[config.mk]
export PLATFORM = sky130hd
export DESIGN_NAME = midpoint_circle_rasterizer_flat
export DESIGN_NICKNAME = d
export VERILOG_FILES = /design/src/mcr_pkg.sv /design/src/mcr_in_if.sv /design/src/mcr_out_if.sv /design/src/mcr_front.sv /design/src/mcr_queue.sv /design/src/mcr_back.sv /design/src/midpoint_circle_rasterizer.sv /design/src/flat_wrapper.sv
export VERILOG_INCLUDE_DIRS = /design/src /design/src/src
export SDC_FILE = /design/constraint.sdc
export NUM_CORES = 1
export LEC_CHECK = 0
export ABC_AREA = 1
export BUFFER_PORTS_ARGS = -buffer_cell sky130_fd_sc_hd__buf_2
export CORE_AREA = 2 2 212 173
export CTS_CLUSTER_SIZE = 20
export DETAILED_ROUTE_END_ITERATION = 8
export DIE_AREA = 0 0 214 175
export PLACE_DENSITY_LB_ADDON = 0.12
export SLEW_MARGIN = 10
export SYNTH_ARGS = -nofsm -noshare
export SYNTH_HDL_FRONTEND = slang
export SYNTH_HIERARCHICAL = 1
export SYNTH_SLANG_ARGS = --single-unit
[constraint.sdc]
create_clock -name clk -period 6 [get_ports clk]
set_input_delay 0.6 -clock clk [delete_from_list [all_inputs] [get_ports clk]]
set_output_delay 0.6 -clock clk [all_outputs]
set_load 0.02 [all_outputs]
[src/midpoint_circle_rasterizer_macros.svh]
// Assertion macros for the midpoint circle rasterizer.
// Expects clk and rst_n in the scope where a macro is used.
`ifndef MIDPOINT_CIRCLE_RASTERIZER_MACROS_SVH
`define MIDPOINT_CIRCLE_RASTERIZER_MACROS_SVH
`ifndef ASSERT_OFF
`define MCR_ASSERT(label, ante, cons, msg) \
  label: assert property (@(posedge clk) disable iff (!rst_n) (ante) |-> (cons)) \
    else $error(msg);
`define MCR_ASSERT_NEXT(label, ante, cons, msg) \
  label: assert property (@(posedge clk) disable iff (!rst_n) (ante) |=> (cons)) \
    else $error(msg);
`else
`define MCR_ASSERT(label, ante, cons, msg)
`define MCR_ASSERT_NEXT(label, ante, cons, msg)
`endif
`endif

[src/mcr_pkg.sv]
// Shared types and constants for the midpoint circle rasterizer.
// No dependencies.
`default_nettype none
package mcr_pkg;
  localparam int COORD_BITS       = 12;
  localparam int RADIUS_BITS      = 10;
  localparam int XY_BITS          = RADIUS_BITS + 1;
  localparam int DEC_BITS         = RADIUS_BITS + 4;
  localparam int PIX_BITS         = COORD_BITS + 1;
  localparam int SUM_BITS         = (COORD_BITS + 1 > XY_BITS + 1) ? COORD_BITS + 1
                                                                   : XY_BITS + 1;
  localparam int PIXELS_PER_POINT = 8;
  localparam int PHASE_BITS       = $clog2(PIXELS_PER_POINT);
  localparam int QDEPTH           = 2;
  localparam int QPTR_BITS        = (QDEPTH > 1) ? $clog2(QDEPTH) : 1;
  localparam int QCNT_BITS        = $clog2(QDEPTH + 1);

  localparam logic OP_START = 1'b0;
  localparam logic OP_STEP  = 1'b1;

  localparam int INC_STEP = 3;
  localparam int INC_DIAG = 5;

  localparam logic [PHASE_BITS-1:0] LAST_PHASE = PHASE_BITS'(PIXELS_PER_POINT - 1);

  typedef logic signed [COORD_BITS-1:0] coord_t;
  typedef logic        [RADIUS_BITS-1:0] radius_t;
  typedef logic signed [XY_BITS-1:0]    xy_t;
  typedef logic signed [DEC_BITS-1:0]   dec_t;
  typedef logic signed [PIX_BITS-1:0]   pix_t;
  typedef logic signed [SUM_BITS-1:0]   sum_t;

  typedef struct packed {
    coord_t cx;
    coord_t cy;
    xy_t    x;
    xy_t    y;
    logic   done;
  } job_t;
endpackage
`default_nettype wire

[src/mcr_in_if.sv]
// Input channel interface: valid/ready plus circle command payload.
// Depends on mcr_pkg.
`default_nettype none
interface mcr_in_if;
  logic               valid;
  logic               ready;
  logic               opcode;
  mcr_pkg::coord_t    center_x;
  mcr_pkg::coord_t    center_y;
  mcr_pkg::radius_t   radius;
  modport source (output valid, opcode, center_x, center_y, radius, input ready);
  modport sink   (input valid, opcode, center_x, center_y, radius, output ready);
endinterface
`default_nettype wire

[src/mcr_out_if.sv]
// Result channel interface: valid/ready plus one pixel per transfer.
// Depends on mcr_pkg.
`default_nettype none
interface mcr_out_if;
  logic          valid;
  logic          ready;
  mcr_pkg::pix_t pixel_x;
  mcr_pkg::pix_t pixel_y;
  logic          last_of_step;
  logic          circle_done;
  modport source (output valid, pixel_x, pixel_y, last_of_step, circle_done, input ready);
  modport sink   (input valid, pixel_x, pixel_y, last_of_step, circle_done, output ready);
endinterface
`default_nettype wire

[src/mcr_front.sv]
// Front end: takes commands, holds the octant point and decision value,
// and queues one job per productive step. Depends on mcr_pkg.
`default_nettype none
module mcr_front (
  input  wire logic             clk,
  input  wire logic             rst_n,
  input  wire logic             in_valid,
  output logic                  in_ready,
  input  wire logic             opcode,
  input  wire mcr_pkg::coord_t  center_x,
  input  wire mcr_pkg::coord_t  center_y,
  input  wire mcr_pkg::radius_t radius,
  input  wire logic             q_full,
  output logic                  q_push,
  output mcr_pkg::job_t         q_job
);
  mcr_pkg::xy_t    cur_x_r, cur_x_nxt;
  mcr_pkg::xy_t    cur_y_r, cur_y_nxt;
  mcr_pkg::dec_t   dec_r, dec_nxt;
  mcr_pkg::coord_t cx_r, cx_nxt;
  mcr_pkg::coord_t cy_r, cy_nxt;
  logic            busy_r, busy_nxt;

  logic            accept;
  logic            live;
  mcr_pkg::xy_t    step_x, step_y;
  mcr_pkg::dec_t   dx, dy, inc_step, inc_diag;

  assign in_ready = !q_full;
  assign accept   = in_valid && in_ready;
  assign live     = busy_r && !(cur_x_r > cur_y_r);

  always_comb begin
    dx       = mcr_pkg::DEC_BITS'(cur_x_r);
    dy       = mcr_pkg::DEC_BITS'(cur_y_r);
    inc_step = (dx <<< 1) + mcr_pkg::DEC_BITS'(mcr_pkg::INC_STEP);
    inc_diag = ((dx - dy) <<< 1) + mcr_pkg::DEC_BITS'(mcr_pkg::INC_DIAG);
    step_x   = cur_x_r + mcr_pkg::XY_BITS'(1);
    step_y   = (dec_r > 0) ? cur_y_r - mcr_pkg::XY_BITS'(1) : cur_y_r;
  end

  always_comb begin
    cur_x_nxt = cur_x_r;
    cur_y_nxt = cur_y_r;
    dec_nxt   = dec_r;
    cx_nxt    = cx_r;
    cy_nxt    = cy_r;
    busy_nxt  = busy_r;
    q_push    = 1'b0;
    q_job.cx   = cx_r;
    q_job.cy   = cy_r;
    q_job.x    = cur_x_r;
    q_job.y    = cur_y_r;
    q_job.done = step_x > step_y;
    if (accept) begin
      if (opcode == mcr_pkg::OP_START) begin
        cx_nxt    = center_x;
        cy_nxt    = center_y;
        cur_x_nxt = '0;
        cur_y_nxt = signed'(mcr_pkg::XY_BITS'(radius));
        dec_nxt   = mcr_pkg::DEC_BITS'(1) - signed'(mcr_pkg::DEC_BITS'(radius));
        busy_nxt  = 1'b1;
      end else if (live) begin
        q_push    = 1'b1;
        cur_x_nxt = step_x;
        cur_y_nxt = step_y;
        dec_nxt   = (dec_r > 0) ? dec_r + inc_diag : dec_r + inc_step;
        busy_nxt  = !(step_x > step_y);
      end else begin
        busy_nxt  = 1'b0;
      end
    end
  end

  always_ff @(posedge clk) begin
    if (!rst_n) begin
      cur_x_r <= '0;
      cur_y_r <= '0;
      dec_r   <= '0;
      cx_r    <= '0;
      cy_r    <= '0;
      busy_r  <= 1'b0;
    end else begin
      cur_x_r <= cur_x_nxt;
      cur_y_r <= cur_y_nxt;
      dec_r   <= dec_nxt;
      cx_r    <= cx_nxt;
      cy_r    <= cy_nxt;
      busy_r  <= busy_nxt;
    end
  end
endmodule
`default_nettype wire

[src/mcr_queue.sv]
// Short job queue between front and back end.
// Depends on mcr_pkg and the assertion macros.
`default_nettype none
`include "midpoint_circle_rasterizer_macros.svh"
module mcr_queue (
  input  wire logic           clk,
  input  wire logic           rst_n,
  input  wire logic           push,
  input  wire mcr_pkg::job_t  push_job,
  output logic                full,
  output logic                pop_valid,
  input  wire logic           pop,
  output mcr_pkg::job_t       pop_job
);
  mcr_pkg::job_t                  mem [mcr_pkg::QDEPTH];
  logic [mcr_pkg::QPTR_BITS-1:0]  wr_ptr_r, wr_ptr_nxt;
  logic [mcr_pkg::QPTR_BITS-1:0]  rd_ptr_r, rd_ptr_nxt;
  logic [mcr_pkg::QCNT_BITS-1:0]  count_r, count_nxt;

  localparam logic [mcr_pkg::QPTR_BITS-1:0] PTR_LAST = mcr_pkg::QPTR_BITS'(mcr_pkg::QDEPTH - 1);
  localparam logic [mcr_pkg::QCNT_BITS-1:0] CNT_FULL = mcr_pkg::QCNT_BITS'(mcr_pkg::QDEPTH);

  assign full      = count_r == CNT_FULL;
  assign pop_valid = count_r != '0;
  assign pop_job   = mem[rd_ptr_r];

  always_comb begin
    wr_ptr_nxt = wr_ptr_r;
    rd_ptr_nxt = rd_ptr_r;
    count_nxt  = count_r;
    if (push) begin
      wr_ptr_nxt = (wr_ptr_r == PTR_LAST) ? '0 : wr_ptr_r + 1'b1;
    end
    if (pop) begin
      rd_ptr_nxt = (rd_ptr_r == PTR_LAST) ? '0 : rd_ptr_r + 1'b1;
    end
    if (push && !pop) begin
      count_nxt = count_r + 1'b1;
    end else if (pop && !push) begin
      count_nxt = count_r - 1'b1;
    end
  end

  always_ff @(posedge clk) begin
    if (push) begin
      mem[wr_ptr_r] <= push_job;
    end
  end

  always_ff @(posedge clk) begin
    if (!rst_n) begin
      wr_ptr_r <= '0;
      rd_ptr_r <= '0;
      count_r  <= '0;
    end else begin
      wr_ptr_r <= wr_ptr_nxt;
      rd_ptr_r <= rd_ptr_nxt;
      count_r  <= count_nxt;
    end
  end

  `MCR_ASSERT(a_no_overflow, push, !full, "queue push while full")
  `MCR_ASSERT(a_no_underflow, pop, pop_valid, "queue pop while empty")
  `MCR_ASSERT(a_count_bound, 1'b1, count_r <= CNT_FULL, "queue count beyond depth")
endmodule
`default_nettype wire

[src/mcr_back.sv]
// Back end: expands one queued job into eight mirrored pixels, one per cycle unless out_ready stalls,
// through a registered output stage. Depends on mcr_pkg and the assertion macros.
`default_nettype none
`include "midpoint_circle_rasterizer_macros.svh"
module mcr_back (
  input  wire logic          clk,
  input  wire logic          rst_n,
  input  wire logic          pop_valid,
  input  wire mcr_pkg::job_t pop_job,
  output logic               pop,
  output logic               out_valid,
  input  wire logic          out_ready,
  output mcr_pkg::pix_t      out_pixel_x,
  output mcr_pkg::pix_t      out_pixel_y,
  output logic               out_last,
  output logic               out_done
);
  mcr_pkg::job_t                  job_r, job_nxt;
  logic                           active_r, active_nxt;
  logic [mcr_pkg::PHASE_BITS-1:0] phase_r, phase_nxt;
  logic                           out_valid_r, out_valid_nxt;
  mcr_pkg::pix_t                  px_r, px_nxt;
  mcr_pkg::pix_t                  py_r, py_nxt;
  logic                           last_r, last_nxt;
  logic                           done_r, done_nxt;

  logic          adv;
  logic          at_last;
  mcr_pkg::xy_t  a, b;
  mcr_pkg::sum_t sx, sy, da, db, sum_x, sum_y;

  assign adv     = active_r && (!out_valid_r || out_ready);
  assign at_last = phase_r == mcr_pkg::LAST_PHASE;
  assign pop     = pop_valid && (!active_r || (adv && at_last));

  always_comb begin
    a     = phase_r[2] ? job_r.y : job_r.x;
    b     = phase_r[2] ? job_r.x : job_r.y;
    sx    = mcr_pkg::SUM_BITS'(job_r.cx);
    sy    = mcr_pkg::SUM_BITS'(job_r.cy);
    da    = mcr_pkg::SUM_BITS'(a);
    db    = mcr_pkg::SUM_BITS'(b);
    sum_x = phase_r[0] ? sx - da : sx + da;
    sum_y = phase_r[1] ? sy - db : sy + db;
  end

  always_comb begin
    job_nxt       = job_r;
    active_nxt    = active_r;
    phase_nxt     = phase_r;
    out_valid_nxt = out_valid_r;
    px_nxt        = px_r;
    py_nxt        = py_r;
    last_nxt      = last_r;
    done_nxt      = done_r;
    if (adv) begin
      out_valid_nxt = 1'b1;
      px_nxt        = mcr_pkg::PIX_BITS'(sum_x);
      py_nxt        = mcr_pkg::PIX_BITS'(sum_y);
      last_nxt      = at_last;
      done_nxt      = at_last && job_r.done;
      phase_nxt     = phase_r + 1'b1;
      if (at_last) begin
        active_nxt = pop;
      end
    end else if (out_ready) begin
      out_valid_nxt = 1'b0;
    end
    if (pop) begin
      job_nxt    = pop_job;
      active_nxt = 1'b1;
      phase_nxt  = '0;
    end
  end

  always_ff @(posedge clk) begin
    job_r <= job_nxt;
    px_r  <= px_nxt;
    py_r  <= py_nxt;
  end

  always_ff @(posedge clk) begin
    if (!rst_n) begin
      active_r    <= 1'b0;
      phase_r     <= '0;
      out_valid_r <= 1'b0;
      last_r      <= 1'b0;
      done_r      <= 1'b0;
    end else begin
      active_r    <= active_nxt;
      phase_r     <= phase_nxt;
      out_valid_r <= out_valid_nxt;
      last_r      <= last_nxt;
      done_r      <= done_nxt;
    end
  end

  assign out_valid   = out_valid_r;
  assign out_pixel_x = px_r;
  assign out_pixel_y = py_r;
  assign out_last    = last_r;
  assign out_done    = done_r;

  `MCR_ASSERT(a_done_on_last, out_valid_r && done_r, last_r, "done flag off the last pixel")
  `MCR_ASSERT_NEXT(a_pop_starts, pop, active_r && phase_r == '0, "job load did not restart")
  `MCR_ASSERT_NEXT(a_job_holds, adv && !at_last, active_r, "job dropped mid-point")
endmodule
`default_nettype wire

[src/midpoint_circle_rasterizer.sv]
// Midpoint circle rasterizer: a start transfer loads centre and radius, each step
// transfer on an active circle yields the eight mirrored pixels of one octant point.
// A step's pixels pass through the job queue, the back end's job register and its output register to out_ch.
// One pixel per cycle while out_ch.ready holds; the next job is taken as the last pixel of a step is registered.
// Reset (rst_n low, synchronous): no circle active, job queue empty, output idle.
`default_nettype none
module midpoint_circle_rasterizer (
  input  wire logic   clk,
  input  wire logic   rst_n,
  mcr_in_if.sink      in_ch,
  mcr_out_if.source   out_ch
);
  logic          q_push;
  logic          q_full;
  logic          q_pop;
  logic          q_pop_valid;
  mcr_pkg::job_t q_push_job;
  mcr_pkg::job_t q_pop_job;

  mcr_front u_front (
    .clk      (clk),
    .rst_n    (rst_n),
    .in_valid (in_ch.valid),
    .in_ready (in_ch.ready),
    .opcode   (in_ch.opcode),
    .center_x (in_ch.center_x),
    .center_y (in_ch.center_y),
    .radius   (in_ch.radius),
    .q_full   (q_full),
    .q_push   (q_push),
    .q_job    (q_push_job)
  );

  mcr_queue u_queue (
    .clk       (clk),
    .rst_n     (rst_n),
    .push      (q_push),
    .push_job  (q_push_job),
    .full      (q_full),
    .pop_valid (q_pop_valid),
    .pop       (q_pop),
    .pop_job   (q_pop_job)
  );

  mcr_back u_back (
    .clk         (clk),
    .rst_n       (rst_n),
    .pop_valid   (q_pop_valid),
    .pop_job     (q_pop_job),
    .pop         (q_pop),
    .out_valid   (out_ch.valid),
    .out_ready   (out_ch.ready),
    .out_pixel_x (out_ch.pixel_x),
    .out_pixel_y (out_ch.pixel_y),
    .out_last    (out_ch.last_of_step),
    .out_done    (out_ch.circle_done)
  );
endmodule
`default_nettype wire

[src/flat_wrapper.sv]
// flat-port wrapper written by rule: the top's interface ports become plain ports
module midpoint_circle_rasterizer_flat 
  (clk, rst_n, in_ch_valid, in_ch_opcode, in_ch_center_x, in_ch_center_y, in_ch_radius, in_ch_ready, out_ch_valid, out_ch_pixel_x, out_ch_pixel_y, out_ch_last_of_step, out_ch_circle_done, out_ch_ready);
  mcr_in_if in_ch_i ();
  mcr_out_if out_ch_i ();
  input  wire logic clk;
  input  wire logic rst_n;
  input wire logic [$bits(in_ch_i.valid)-1:0] in_ch_valid;
  input wire logic [$bits(in_ch_i.opcode)-1:0] in_ch_opcode;
  input wire logic [$bits(in_ch_i.center_x)-1:0] in_ch_center_x;
  input wire logic [$bits(in_ch_i.center_y)-1:0] in_ch_center_y;
  input wire logic [$bits(in_ch_i.radius)-1:0] in_ch_radius;
  output wire logic [$bits(in_ch_i.ready)-1:0] in_ch_ready;
  output wire logic [$bits(out_ch_i.valid)-1:0] out_ch_valid;
  output wire logic [$bits(out_ch_i.pixel_x)-1:0] out_ch_pixel_x;
  output wire logic [$bits(out_ch_i.pixel_y)-1:0] out_ch_pixel_y;
  output wire logic [$bits(out_ch_i.last_of_step)-1:0] out_ch_last_of_step;
  output wire logic [$bits(out_ch_i.circle_done)-1:0] out_ch_circle_done;
  input wire logic [$bits(out_ch_i.ready)-1:0] out_ch_ready;
  assign in_ch_i.valid = in_ch_valid;
  assign in_ch_i.opcode = in_ch_opcode;
  assign in_ch_i.center_x = in_ch_center_x;
  assign in_ch_i.center_y = in_ch_center_y;
  assign in_ch_i.radius = in_ch_radius;
  assign in_ch_ready = in_ch_i.ready;
  assign out_ch_valid = out_ch_i.valid;
  assign out_ch_pixel_x = out_ch_i.pixel_x;
  assign out_ch_pixel_y = out_ch_i.pixel_y;
  assign out_ch_last_of_step = out_ch_i.last_of_step;
  assign out_ch_circle_done = out_ch_i.circle_done;
  assign out_ch_i.ready = out_ch_ready;
  midpoint_circle_rasterizer u_core (.clk(clk), .rst_n(rst_n), .in_ch(in_ch_i), .out_ch(out_ch_i));
endmodule
== Yosys cells after proc, flatten, opt, wreduce, memory -nomap -nowiden ==
Memories as Yosys holds them, arrays and structs flattened. A register that Yosys moved wholly into a read port is not among the register bits.
Cells that the tools add are included.

* Add/subtract/negate cells: 17
* $lt $le $gt $ge: 3
* Equality and inequality tests: 3
* Muxes and demuxes: 28
* Bitwise operators: 2
* Reductions and logical operators: 26

{| class="wikitable"
|+ Operator list
! cell !! count
|-
| 11-bit 2-to-1 mux || 7
|-
| 14-bit 2-to-1 mux || 3
|-
| 12-bit by 11-bit adder with 13-bit output || 2
|-
| 13-bit 2-to-1 mux || 2
|-
| 12-bit by 11-bit subtractor with 13-bit output || 2
|-
| 11-bit greater-than comparator || 2
|-
| 13-bit by 4-bit adder with 14-bit output (second input constant) || 1
|-
| 14-bit by 13-bit adder with 14-bit output || 1
|-
| 14-bit adder || 1
|-
| 14-bit by 1-bit greater-than comparator with 1-bit output (second input constant) || 1
|-
| 1-bit 2-to-1 mux || 14
|-
| 12-bit by 3-bit adder with 13-bit output (second input constant) || 1
|-
| 11-bit by 11-bit subtractor with 12-bit output || 1
|-
| 11-bit by 2-bit adder with 11-bit output (second input constant) || 1
|-
| 1-bit by 10-bit subtractor with 11-bit output (first input constant) || 1
|-
| 11-bit by 2-bit subtractor with 11-bit output (second input constant) || 1
|-
| 2-bit nonzero test || 5
|-
| 1-bit logical AND || 8
|-
| 1-bit logical NOT || 7
|-
| 2-bit AND reduction || 3
|-
| 2-bit 2-to-1 mux || 2
|-
| 3-bit by 1-bit adder with 3-bit output (second input constant) || 1
|-
| 3-bit == test (second input constant) || 1
|-
| 1-bit adder (second input constant) || 2
|-
| other kinds (7) || 9
|}

* Register bits: 98
* Memory bits (writable): 94
* Bits of input ports: 39
* Output and inout port bits: 30
* Logic and storage cells: 96
* Memories: 1

{| class="wikitable"
|+ Memory list
! name !! depth !! bits a word !! read ports !! clocked after memory_dff !! wr ports !! RTL line !! source
|-
| u_core.u_queue.mem || 2 || 47 || 1 || 1 || 1 || mcr_queue.sv:15 || <nowiki>mcr_pkg::job_t mem [mcr_pkg::QDEPTH];</nowiki>
|}

== Logic depth before layout (Yosys ltp) ==
Gate-level depths: netlist of run 1.

* Depth after elaboration: 10
* Mapped depth: 22
* Mapped depth without buffers: 22

== Hierarchy ==
Netlist of run 1, hierarchy kept.

{| class="wikitable"
|+ By module, submodules not included
! module !! instances !! cells an instance !! area each (um^2) !! sequential area each (um^2)
|-
| mcr_front || 1 || 874 || 5688.0 || 1221.2
|-
| mcr_back || 1 || 448 || 4544.4 || 2332.2
|-
| mcr_queue || 1 || 181 || 3742.3 || 2922.8
|}

== Worst setup path after synthesis of run 1 ==
OpenSTA, ideal clock, no wires.

* Path kind: input to register
* Start point: input port out_ch_ready
* End point: register u_core/u_queue/count_r[1] in the netlist's numbering
* Library setup time: 0.064 ns
* Data arrival time: 4.614 ns
* Data required time: 5.936 ns
* Slack: 1.322 ns
* Cell stages on the path: 15
* Buffers on the path: 0
* Path through: inv_1 nand2_1 nand2_1 inv_1 nand2_1 nand2_1 inv_1 nor2_1 inv_1 ha_1 inv_1 nand3_1 nand2_1 inv_1 nor2_1

* Word-level cells in the longest chain between the ends: 8
* Elaborated cells on any way between the ends: 10
* Classes of those cells: 1 x mux; 9 x reduce/logical

{| class="wikitable"
|+ RTL lines
! element !! RTL line !! source
|-
| start, declared || flat_wrapper.sv:19 || <nowiki>input wire logic [$bits(out_ch_i.ready)-1:0] out_ch_ready;</nowiki>
|-
| 1-bit logical OR * || mcr_back.sv:32 || <nowiki>assign adv = active_r && (!out_valid_r || out_ready);</nowiki>
|-
| 1-bit logical AND * || mcr_back.sv:32 ||
|-
| via u_core.u_back.adv || mcr_back.sv:27 || <nowiki>logic adv;</nowiki>
|-
| 1-bit logical AND * || mcr_back.sv:34 || <nowiki>assign pop = pop_valid && (!active_r || (adv && at_last));</nowiki>
|-
| 1-bit logical OR * || mcr_back.sv:34 ||
|-
| 1-bit logical AND * || mcr_back.sv:34 ||
|-
| via u_core.q_pop || midpoint_circle_rasterizer.sv:15 || <nowiki>logic q_pop;</nowiki>
|-
| 1-bit logical NOT || mcr_queue.sv:37 || <nowiki>if (push && !pop) begin</nowiki>
|-
| 1-bit logical AND || mcr_queue.sv:37 ||
|-
| 2-bit 2-to-1 mux or 2-bit nonzero test (tied branches) || n/a ||
|-
| end signal, assigned || mcr_queue.sv:58 || <nowiki>count_r <= count_nxt;</nowiki>
|-
| end, declared || mcr_queue.sv:18 || <nowiki>logic [mcr_pkg::QCNT_BITS-1:0] count_r, count_nxt;</nowiki>
|}

The timed path passes the listed nets; every way through them passes the cells marked *.
A chain may end at the register's enable or synchronous reset.

== Final worst setup path of run 1 ==
* Start point: register u_core/u_back/phase_r[2] in the netlist's numbering
* End point: register u_core.u_back.py_r[9], in the netlist u_core/u_back/out_pixel_y[9], data pin

* Word-level cells in the longest chain between the ends: 3
* Elaborated cells on any way between the ends: 4
* Classes of those cells: 2 x add/sub; 2 x mux

{| class="wikitable"
|+ RTL lines
! element !! RTL line !! source
|-
| start, declared || mcr_back.sv:20 || <nowiki>logic [mcr_pkg::PHASE_BITS-1:0] phase_r, phase_nxt;</nowiki>
|-
| start signal, assigned || mcr_back.sv:91 || <nowiki>phase_r <= phase_nxt;</nowiki>
|-
| 11-bit 2-to-1 mux * || mcr_back.sv:38 || <nowiki>b = phase_r[2] ? job_r.x : job_r.y;</nowiki>
|-
| 12-bit by 11-bit adder with 13-bit output or 12-bit by 11-bit subtractor with 13-bit output (tied branches) || mcr_back.sv:44 || <nowiki>sum_y = phase_r[1] ? sy - db : sy + db;</nowiki>
|-
| 13-bit 2-to-1 mux * || mcr_back.sv:44 ||
|-
| via u_core.u_back.sum_y[9] || mcr_back.sv:30 || <nowiki>mcr_pkg::sum_t sx, sy, da, db, sum_x, sum_y;</nowiki>
|-
| end signal, assigned || mcr_back.sv:79 || <nowiki>py_r <= py_nxt;</nowiki>
|-
| end, declared || mcr_back.sv:23 || <nowiki>mcr_pkg::pix_t py_r, py_nxt;</nowiki>
|}

Marked as above.

==> metrics.txt, run 1 <==
CP Data Required Time=6290 ps; CP arrival=4070 ps; Setup Buffers After CTS=0; Crit Path Category=flip-flop to flip-flop; DP HPWL=25700 µm; vias in the first global route=9718; FF-to-FF path depth=15; #FFs+latches synth=240; P&R area growth vs syn=11.5%; fmax=265 MHz; RSZ-0062 raised after global routing=no; Iteration-0 DRC Markers=646; EDFF count, synth=167; status=finished, final reports clean; share of layout cells above drive strength 1=15.1%; reg-to-reg setup timing slack=2220 ps; Layout fillers=3454; sequential element share of the synthesized area=46.3%; r2r startpoint=u_core/u_back/phase_r[2]$_SDFFE_PP0P_; Sink Count=240; Final #Nets=1720; Slew Limit Headroom=23.5%; final slew viol count=0; fin crit period=3780 ps; Buffers on Ports=68; syn_nets=1649; Hold Crit Start=in_ch_center_x[0]; DRC=0; main flop type after synthesis=edfxtp_1; Worst Hold Endpoint=u_core/u_front/cx_r[0]$_SDFFE_PN0P_; actual slew at the worst max-slew pin=1140 ps; register area=0.00648 mm²; Rows=62; HP Class=primary input to flip-flop; post-cts resize count=0; Total Routing Usage GR=18.5%; chip width=214 µm; Hold Crit Depth=3; setup TNS=0 ps; Startpoint Class=flip-flop; Netlist Area Pre-Place=0.0140 mm²; leading cell type in the layout, fill and taps excluded=nand2_1; Finished Core Util=44.1%; most frequent cells in the layout=291 x nand2_1, 167 x edfxtp_1, 160 x inv_1; die span in y=175 µm; Pwr Total=7.59 mW; max_cap viols=0; clock buffer depth=3; cell count after synthesis=1503; Via density=4.91; endpoints failing hold=0; async set-reset flop share out of synthesis=0%; wire per inst=16.7 µm; maximum VDD drop=238 µV; num ports=69; Yosys warnings=6; synthesized area per cell=9.30 µm²; crit path max fanout=27; # H-tree levels=1; RR Endpoint=u_core/u_back/out_pixel_y[9]$_DFFE_PP_; final setup vio count=0; PD cells=487 mW/mm²; hold_buf cts=0; gr ovfl total=0; crit share post-route=63.0%; core box area=0.0353 mm²; Routed WL=34600 µm; Initial Util=39.6%; Detailed Routing Iterations Pass 1=5; CTS tree=done; Clock Latency Late Sink=530 ps; footprint of the multi-input gates=0.00660 mm²; ANT nets after route=0; GPL Wtd Cong=0.923; CTS clk-pin slew, worst paths=60 ps; largest net degree at the start of global routing=56; first-pass GRT wire length=54700 µm; Worst Setup End Kind=flip-flop; Clock Tree Root=clkbuf_16; vias=10194; CTS Buf Count=26; initial antenna violation count=0; Lkg Pwr=6.85 nW; Die ar.=0.0375 mm²; post-synthesis cell type count=54; Clock Skew=9.14 ps
-- synth_stat cells, types with 2 or more instances --
library cell  number  share of area, %
xnor2_1           16               1.0
a21boi_0           3              0.16
edfxtp_1         167                36
mux2_2            17               1.4
buf_2              5              0.18
nand3_1           78               2.8
inv_2              7              0.19
o21bai_1           3              0.16
buf_4              3              0.16
nor3_2             2              0.14
o21ai_0           90               3.2
buf_12             3              0.43
a21oi_2            4              0.25
inv_1            162               4.4
or2_2              2             0.090
inv_6              2              0.13
buf_6              9              0.73
o21ai_2            2              0.13
nor2_1           155               4.2
ha_1             102               9.1
clkbuf_1          16              0.43
o21ai_1           24              0.86
o21ai_4            2              0.23
a21oi_1           77               2.8
or2_1              3              0.13
fa_1               5              0.72
a211oi_1           3              0.16
a21o_1             5              0.27
nor2_4             4              0.32
nand2_4            5              0.40
nand3_2            5              0.36
nor3_1            12              0.43
nand4_1           10              0.45
xor2_1            55               3.4
a221oi_1           2              0.13
a31oi_1            7              0.31
nor2_2             3              0.13
nand2_2           24               1.1
nand2_1          291               7.8
mux2_4            30               3.2
dfxtp_1           73                10
o21a_1             3              0.16
-- final cells by class --
| class | instances | area share, % |
|---|---|---|
| clock inverters | 15 | 0.699 |
| repair buffers | 79 | 2.71 |
| inverters | 171 | 4.18 |
| clock buffers | 33 | 4.61 |
| well taps | 480 | 3.86 |
| diodes | 1 | 0.0161 |
| flip-flops and latches | 240 | 41.6 |
| multi-input cells | 1056 | 42.3 |
-- logic make-up after synthesis --
kind of cell / synth area share (%)
fa+ha+maj: 9.85
mux: 4.59
xor+xnor: 4.45
compound gates: 9.20
simple gates: 19.0
flops: 46.3
buf+inv: 6.59
-- sequential cells by signal, indices dropped and copies added (netlist names), named ones only --
name,cells
u_core/u_queue/mem,94
u_core/u_back/job_r,47
u_core/u_front/dec_r,14
u_core/u_back/out_pixel_x,13
u_core/u_back/out_pixel_y,13
u_core/u_front/cx_r,12
u_core/u_front/cy_r,12
u_core/u_front/cur_x_r,11
u_core/u_front/cur_y_r,11
u_core/u_back/phase_r,3
u_core/u_queue/count_r,2
u_core/u_back/active_r,1
u_core/u_back/out_done,1
u_core/u_back/out_last,1
u_core/u_back/out_valid,1
u_core/u_front/busy_r,1
u_core/u_queue/rd_ptr_r,1
u_core/u_queue/wr_ptr_r,1
-- how the worst max path moves through the flow --
stage / start / end / cells past startpoint
6_report: u_core/u_back/phase_r[2]$_SDFFE_PP0P_ / u_core/u_back/out_pixel_y[9]$_DFFE_PP_ / 15
5_1_grt: u_core/u_front/cur_x_r[0]$_SDFFE_PN0P_ / u_core/u_front/dec_r[12]$_SDFFE_PN0P_ / 18
4_1_cts: u_core/u_back/phase_r[2]$_SDFFE_PP0P_ / u_core/u_back/out_pixel_y[9]$_DFFE_PP_ / 15
3_5_place_dp: u_core/u_back/phase_r[2]$_SDFFE_PP0P_ / u_core/u_back/out_pixel_y[9]$_DFFE_PP_ / 15
3_3_place_gp: u_core/u_front/cur_x_r[0]$_SDFFE_PN0P_ / u_core/u_front/dec_r[12]$_SDFFE_PN0P_ / 18
2_1_floorplan: out_ch_ready / u_core/u_queue/count_r[1]$_SDFFE_PN0P_ / 15
-- per-layer routing --
metal | share of wire [%] | track usage [%] | up-vias
met5 | 0 | 0 | -
met4 | 1.3 | 3.29 | 0
met3 | 4.6 | 2.49 | 33
met2 | 41 | 28.0 | 218
met1 | 53 | 28.4 | 4740
li1 | - | - | 5203
-- worst max-delay path: stages, from the launching register on --
cell and delay, ps:
dfxtp_1 940, inv_6 220, nand2_1 110, nand2_1 90
inv_1 90, ha_1 230, o21ai_0 520, ha_1 350
nand3_1 80, nand2_1 80, a21oi_1 210, o21ai_0 210
a21oi_1 240, inv_1 60, nand2_1 50, nand2_1 40
-- metrics by stage --
| step | setup WS, ps | instance area (µm²) | hold slack, ps | instances |
|---|---|---|---|---|
| after floorplan | 1320 | 14000 | 420 | 1503 |
| after global placement | 2270 | 14700 | 429 | 2026 |
| after detailed placement | 2250 | 14700 | 437 | 2026 |
| after CTS | 2230 | 15600 | 269 | 2074 |
| after global routing | 1870 | 15600 | 281 | 2074 |
| final | 2220 | 15600 | 293 | 2075 |
-- power by group --
group	total [mW]	internal (mW)	switching, mW
Sequential	2.51	2.29	0.213
Combinational	3.53	1.28	2.25
Clock	1.55	0.891	0.659
Power figures use the tool's default switching activity.
==> inputs of run 2 (changes only) <==
- clock period: 6 -> 3.9 ns (I/O delays scaled with it)
==> run 2 against run 1 <==
Via count increased by 0.34%. Die area unchanged. Non-clock buffer count increased by 14. Clock skew increased by 6.8 ps. Clock-buffer cell count increased by 1. First-iteration DRC count decreased by 2.9%. Maximum frequency increased by 8.7%. Flip-flop and latch count unchanged.
==> metrics.txt, run 2 (synthesis gave the netlist of run 1 again) <==
HP Class=primary input to flip-flop; pre-CTS setup slack=284 ps; CTS tree=done; max reg flops=94; leading cell type in the layout, fill and taps excluded=nand2_1; Initial Util=39.6%; Detailed Routing Iterations Pass 1=5; Top Registers=u_core/u_queue/mem x94, u_core/u_back/job_r x47, u_core/u_front/dec_r x14; max_cap viols=0; chip width=214 µm; Iteration-0 DRC Markers=627; num ports=69; Finished Core Util=44.7%; maximum VDD drop=393 µV; Final Instance Area=0.0158 mm²; Inst Count DP=2040; Final #Nets=1734; CP peak stage delay=470 ps; vias=10229; CP arrival=3900 ps; gr ovfl total=0; clock buffer depth=3; die span in y=175 µm; wire per inst=16.4 µm; crit share post-route=89.2%; Cell Area, Placed=0.0149 mm²; core box area=0.0353 mm²; largest net degree at the start of global routing=48; crit path max fanout=7; P&R area growth vs syn=12.9%; actual slew at the worst max-slew pin=901 ps; Clock Tree Root=clkbuf_16; Crit-path slowest cell=dfxtp_1; status=finished, final reports clean; cell mode on critical path=nand2_1; Clock Latency Late Sink=540 ps; fin crit period=3480 ps; DP HPWL=25400 µm; Clock Skew=16.0 ps; Crit Path Category=flip-flop to flip-flop; CP Data Required Time=4330 ps; final setup vio count=0; Pwr Total=11.8 mW; initial antenna violation count=0; Rows=62; Worst Setup End Kind=flip-flop; most frequent cells in the layout=291 x nand2_1, 167 x edfxtp_1, 161 x inv_1; ANT nets after route=0; GPL Wtd Cong=0.888; RSZ-0062 raised after global routing=no; Startpoint Class=flip-flop; hold_ws=73.9 ps; final setup margin=422 ps; antenna cells=0; DRC=0; # H-tree levels=1; Sink Count=240; Total Routing Usage GR=18.3%; cells along the critical path=inv_1 -> ha_1 -> a21oi_1 -> nand2_1 -> nand2_1 -> nand2_1 -> a31oi_1 -> xor2_1 -> ha_1 -> ha_1 -> inv_1 -> o21ai_0 -> a21boi_0 -> nand2_1 -> nor2_1 -> nand3_1 -> nand3_1 -> nand2_1 -> nand2_1 -> a21oi_1; first-pass GRT wire length=54100 µm; endpoints failing hold=0; Slew Limit Headroom=40.0%; CTS clk-pin slew, worst paths=60 ps; PD cells=747 mW/mm²; Lkg Pwr=6.97 nW; final slew viol count=0; share of layout cells above drive strength 1=16.4%; hold_buf cts=0; setup TNS=0 ps; fmax=288 MHz; Buffers on Ports=68; Reg with most FFs=u_core/u_queue/mem; fin cells=2088; Die ar.=0.0375 mm²; CTS Buf Count=26; vias in the first global route=9651; Routed WL=34200 µm; Via density=4.90
## run 2: changes by cell type in the layout (fill, tap and decap cells not counted), moves of 2 or more
cell      change
buf_12        +2
clkinv_1      -4
buf_4        +12
inv_6         +2
clkbuf_8      +5
clkinv_2      -2
clkbuf_1      -4
## run 2: worst paths after layout
check / start / end / slack [ps] / cells after the start
max: u_core/u_front/cur_y_r[2]$_SDFFE_PN0P_ / u_core/u_front/dec_r[13]$_SDFFE_PN0P_ / 420 / 20
min: in_ch_center_x[0] / u_core/u_front/cx_r[0]$_SDFFE_PN0P_ / 70 / 3
min reg2reg: u_core/u_front/cx_r[6]$_SDFFE_PN0P_ / u_core/u_queue/mem[1][41]$_DFFE_PP_ / 440 / 0
max reg2reg: u_core/u_front/cur_y_r[2]$_SDFFE_PN0P_ / u_core/u_front/dec_r[13]$_SDFFE_PN0P_ / 420 / 20
## run 2: critical path: cells and delay by family, from the launching register on
family	cells	cell delay, ps
compound gates	5	750
fa+ha+maj	3	1010
buf+inv	2	210
flops	1	470
xor+xnor	1	170
simple gates	9	740
## run 2: cell type report
type	instances	area [µm²]
Clock inverter	14	121
Sequential cell	240	6480
Clock buffer	34	772
Tap cell	480	601
Timing Repair Buffer	93	553
Inverter	171	652
Fill cell	3431	19500
Multi-Input combinational cell	1056	6610
## run 2: timing repair
| item | in CTS | in global routing |
|---|---|---|
| setup endpoints to repair | 0 | 6 |
| hold endpoints to repair | 0 | 0 |
| gates resized for setup | 0 | 4 |
| setup buffers | 0 | 0 |
## run 2: power by group
group          total [mW]  internal (mW)  switching, mW
Clock                2.51           1.47           1.04
Sequential           3.81           3.53          0.289
Combinational        5.46           2.02           3.44
Total                11.8           7.02           4.77
## run 2: metal layers
metal  wire [µm]  track usage [%]  part of all wire [%]
met1       18000             28.2                    53
met2       14400             27.9                    42
met3        1370             2.16                   4.0
met4         471             3.15                   1.4
met5           0                0                     0
